## src/sv/ptc_pkg.sv

```systemverilog
// Types, constants and helper functions shared by the compensation pipeline.
`timescale 1ns / 1ps
package ptc_pkg;

    localparam int unsigned DivSteps = 32;

    localparam logic [1:0] CFG_TEMP_CAL       = 2'd0;
    localparam logic [1:0] CFG_PRESS_CAL_LOW  = 2'd1;
    localparam logic [1:0] CFG_PRESS_CAL_HIGH = 2'd2;
    localparam logic [1:0] CFG_PRESS_CAL_LAST = 2'd3;

    localparam logic [31:0] PRESS_OFFSET = 32'd64000;
    localparam logic [31:0] RAW_FULL     = 32'd1048576;
    localparam logic [31:0] PRESS_SCALE  = 32'd3125;
    localparam logic [31:0] UNITY_Q15    = 32'd32768;
    localparam logic [31:0] ROUND_HALF   = 32'd128;

    typedef struct packed {
        logic [19:0] raw_temp;
        logic [19:0] raw_press;
    } in_item_t;

    typedef struct packed {
        logic signed [31:0] temp_centi;
        logic [31:0]        press_pascal;
        logic               press_error;
    } out_item_t;

    // Calibration words as stored.
    typedef struct packed {
        logic [15:0] t1;
        logic [15:0] t2;
        logic [15:0] t3;
        logic [15:0] p1;
        logic [15:0] p2;
        logic [15:0] p3;
        logic [15:0] p4;
        logic [15:0] p5;
        logic [15:0] p6;
        logic [15:0] p7;
        logic [15:0] p8;
        logic [15:0] p9;
    } cal_t;

    // Side data that rides along the divider.
    typedef struct packed {
        logic [31:0] temp;
        logic        err;
        logic        dbl;
    } div_side_t;

    function automatic logic [31:0] asr(input logic [31:0] a, input int unsigned s);
        logic signed [31:0] v;
        v = $signed(a) >>> s;
        return v;
    endfunction

    function automatic logic [31:0] sx16(input logic [15:0] w);
        return {{16{w[15]}}, w};
    endfunction

endpackage

```

## src/sv/ptc_back.sv

```systemverilog
// Final pressure correction stages and output register.
`timescale 1ns / 1ps
module ptc_back (
    input  logic                clk,
    input  logic                rst_n,
    input  logic                adv,
    input  logic                in_valid,
    input  logic [31:0]         quo,
    input  ptc_pkg::div_side_t  in_side,
    input  ptc_pkg::cal_t       cal,
    output logic                out_valid,
    output ptc_pkg::out_item_t  out_data
);
    logic [2:0]  v_reg;
    logic [31:0] pfix, p1_reg, qq1_reg, m81_reg, p2_reg, ma2_reg, bb2_reg;
    logic [31:0] temp1_reg, temp2_reg;
    logic        err1_reg, err2_reg;
    logic [31:0] qa;
    ptc_pkg::out_item_t res_reg;

    assign pfix = in_side.dbl ? {quo[30:0], 1'b0} : quo;
    assign qa   = qq1_reg >> 13;

    always_ff @(posedge clk or negedge rst_n)
    begin
        if (!rst_n)
        begin
            v_reg <= '0;
        end
        else if (adv)
        begin
            v_reg <= {v_reg[1:0], in_valid};
        end
    end

    always_ff @(posedge clk)
    begin
        if (adv)
        begin
            p1_reg    <= pfix;
            qq1_reg   <= 32'({3'd0, pfix[31:3]} * {3'd0, pfix[31:3]});
            m81_reg   <= 32'({2'd0, pfix[31:2]} * ptc_pkg::sx16(cal.p8));
            temp1_reg <= in_side.temp;
            err1_reg  <= in_side.err;

            p2_reg    <= p1_reg;
            ma2_reg   <= ptc_pkg::asr(32'(ptc_pkg::sx16(cal.p9) * qa), 12);
            bb2_reg   <= ptc_pkg::asr(m81_reg, 13);
            temp2_reg <= temp1_reg;
            err2_reg  <= err1_reg;

            res_reg.temp_centi   <= temp2_reg;
            res_reg.press_error  <= err2_reg;
            res_reg.press_pascal <= err2_reg ? 32'd0 : p2_reg
                + ptc_pkg::asr(ma2_reg + bb2_reg + ptc_pkg::sx16(cal.p7), 4);
        end
    end

    assign out_valid = v_reg[2];
    assign out_data  = res_reg;
endmodule

```

## config.mk

```make
export PLATFORM = sky130hd
export DESIGN_NAME = ptc_back
export DESIGN_NICKNAME = d
export VERILOG_FILES = /design/src/sv/ptc_pkg.sv /design/src/sv/ptc_back.sv
export SDC_FILE = /design/constraint.sdc
export NUM_CORES = 2
export LEC_CHECK = 0
export BUFFER_PORTS_ARGS = -buffer_cell sky130_fd_sc_hd__buf_2
export CORE_ASPECT_RATIO = 0.6
export CORE_MARGIN = 2
export CORE_UTILIZATION = 49
export DETAILED_ROUTE_END_ITERATION = 6
export HOLD_SLACK_MARGIN = 0.02
export PLACE_DENSITY = 0.71
export SLEW_MARGIN = 20
export SYNTH_ARGS = -nofsm -noshare
export SYNTH_HDL_FRONTEND = slang
export SYNTH_SLANG_ARGS = --single-unit
```

## constraint.sdc

```tcl
create_clock -name clk -period 19 [get_ports clk]
set_input_delay 1.9 -clock clk [delete_from_list [all_inputs] [get_ports clk]]
set_output_delay 1.9 -clock clk [all_outputs]
set_load 0.01 [all_outputs]
```

==> metrics.txt <==
status finished, final reports clean; CTS hold repair buffers 0; DR WL/cell 19.3 um; Final GP Congestion 0.915; pin count of the biggest net entering global routing 171; Final Setup Violations 0; Setup crit end kind flop; setup bufs post-CTS 0; Syn Nets 5,921; H-Tree Depth 1; drt total wl 111,000 um; worst-margin pin slew 1.13 ns; chip height 237 um; Skew-Pair Late Insertion Delay 0.58 ns; Worst Clk Skew 0.0235 ns; count of buffers from port buffering 183; TritonCTS clock tree done; CP arrival 10.65 ns; Tmin final 10.40 ns; Syn Area/Cell 10.1 sq um; grt total ovfl 0; TritonCTS buffer count 29; die area 93,100 sq um; Yosys Warn Count 0; prevailing post-synth register cell edfxtp_1; global-route wire length before repair 176,000 um; vias in the first global route 31,044; IO Pins 328; fraction of layout instances using a drive strength above 1 0.0661; DRT antenna net count 0; clock sinks 275; core footprint 89,800 sq um; post-synth design cell area 44,400 sq um; Fin. Hold Viols 0; area grow syn2layout 7.15%; Clock Tree Buf Depth 3; Unique masters post-synth 62; max-slew violation count 0; register area share after synthesis 0.186; Initial DRC Count 2,394; Slew HR 0.222; Yosys reg bits 275; Max Cap Viol 0; Ant. Diodes 0; die width 393 um; fin nets 6,032; DR vias/cell 5.17; crit path launch type input port; Root Buffer clkbuf_16; drt pass-1 iters 5; Async SR Flop Fraction 0.0109; Initial Util 0.495; clock slew at reported path FFs 0.08 ns; total track usage 0.246; EDFF count, synth 272; initial antenna violation count 1; Via Count 29,588; min-delay worst type flop to flop; DRC violations left 0; CP max FO 33; Post-Syn Instances 4,377; Max Freq 96.2 MHz; required time of the critical path 19.25 ns; Largest register FFs 65; setup TNS 0 ns; critical path class input port to flop; Cell Rows 85; post-DP HPWL 88,500 um; unrepaired setup endpoints after global routing no; period utilization 0.547; post-CTS sizing 0
## final cells by class
class | count | area [sq um]
well taps | 1218 | 1520
clock buffers | 33 | 741
flip-flops and latches | 275 | 8240
inverters | 1112 | 4170
clock inverters | 19 | 159
multi-input cells | 2834 | 31400
repair buffers | 236 | 1340
fillers | 8028 | 42200
## per-stage QoR
step / util / cells / area, sq um / hold WS [ns] / worst slack, ns
finish: 0.530 / 5727 / 47600 / 0.396 / 8.60
floorplan: - / 4377 / 44400 / 0.400 / 9.16
global placement: 0.520 / 5675 / 46700 / 0.400 / 8.37
CTS: 0.530 / 5727 / 47600 / 0.395 / 8.82
detailed placement: 0.520 / 5675 / 46700 / 0.405 / 8.25
global route: 0.530 / 5727 / 47600 / 0.408 / 8.21
## final timing paths
path                             start          end  slack, ns  cells after the start
max reg2reg                qq1_reg[22]  ma2_reg[18]      11.71                     21
max in group asynchronous        rst_n     v_reg[0]      17.77                      1
min                        m81_reg[16]   bb2_reg[3]       0.40                      0
min in group asynchronous        rst_n     v_reg[2]       1.12                      1
max                         in_side[0]  m81_reg[27]       8.60                     28
min reg2reg                m81_reg[16]   bb2_reg[3]       0.40                      0
## cells in the final DEF (no fill, tap or decap), drive strengths merged, types with 13 or more instances in the layout
cell type,count
a211oi,13
a21o,43
a21oi,67
and2,279
buf,236
clkbuf,33
clkinv,20
edfxtp,272
fa,923
ha,359
inv,1107
mux2i,31
nand2,521
nand2b,25
nor2,227
nor2b,18
nor3,25
o21a,21
o21ai,27
xnor2,101
xor2,39
## worst max-delay path, stage by stage
cell and delay, ns:
buf_2 0.07, buf_4 0.59, mux2i_1 0.17, buf_4 0.26, inv_1 0.30, buf_4 0.39, nand2_1 0.13, fa_1 0.56
inv_1 0.05, fa_1 0.52, inv_1 0.05, fa_1 0.49, inv_1 0.05, fa_1 0.53, inv_1 0.05, fa_1 0.47
inv_1 0.05, fa_1 0.46, ha_1 0.35, nand3_1 0.09, nor2_1 0.14, nand2_1 0.07, o31ai_1 0.78, a31oi_1 0.52
o211ai_1 0.54, and3_1 0.29, nor2_1 0.07, xnor2_1 0.64
## cell families after synthesis
kind of cell    after synthesis  synth area share
xor+xnor                    140            0.0276
flops                       275             0.186
compound gates              228            0.0344
buf+inv                    1268             0.107
mux                          36           0.00826
fa+ha+maj                  1282             0.517
simple gates               1148             0.119
## layer usage
| metal | part of all wire | GRT usage | vias up |
|---|---|---|---|
| li1 | - | - | 13256 |
| met1 | 0.46 | 0.386 | 14855 |
| met2 | 0.40 | 0.339 | 1360 |
| met3 | 0.13 | 0.0756 | 117 |
| met4 | 0.016 | 0.0397 | 0 |
| met5 | 0 | 0 | - |
## cells in the mapped netlist (5+ instances only)
| library cell | number | area (sq um) |
|---|---|---|
| nand4_1 | 6 | 37.5 |
| xor2_1 | 39 | 342 |
| nor3_1 | 25 | 125 |
| nand3_1 | 12 | 60.1 |
| o31ai_1 | 5 | 37.5 |
| clkinv_1 | 5 | 18.8 |
| a21oi_1 | 66 | 330 |
| nand2b_1 | 25 | 156 |
| o21bai_1 | 7 | 52.6 |
| fa_1 | 923 | 18500 |
| edfxtp_1 | 272 | 8170 |
| inv_1 | 1107 | 4160 |
| xnor2_1 | 101 | 885 |
| a31oi_1 | 8 | 50.1 |
| buf_1 | 16 | 60.1 |
| a211oi_1 | 13 | 97.6 |
| or3_1 | 6 | 37.5 |
| o211ai_1 | 5 | 37.5 |
| nor2b_1 | 18 | 113 |
| mux2i_1 | 31 | 310 |
| and2_1 | 279 | 1750 |
| a21o_1 | 43 | 323 |
| and3_1 | 9 | 56.3 |
| ha_1 | 359 | 4490 |
| mux2_2 | 5 | 56.3 |
| nand2_1 | 521 | 1960 |
| o21ai_0 | 27 | 135 |
| clkbuf_1 | 135 | 507 |
| o21a_1 | 21 | 158 |
| nor2_1 | 227 | 852 |
Power is left out: the tool's default activity adds up to more than one toggle a clock period on the data nets, which glitch-free logic cannot reach.
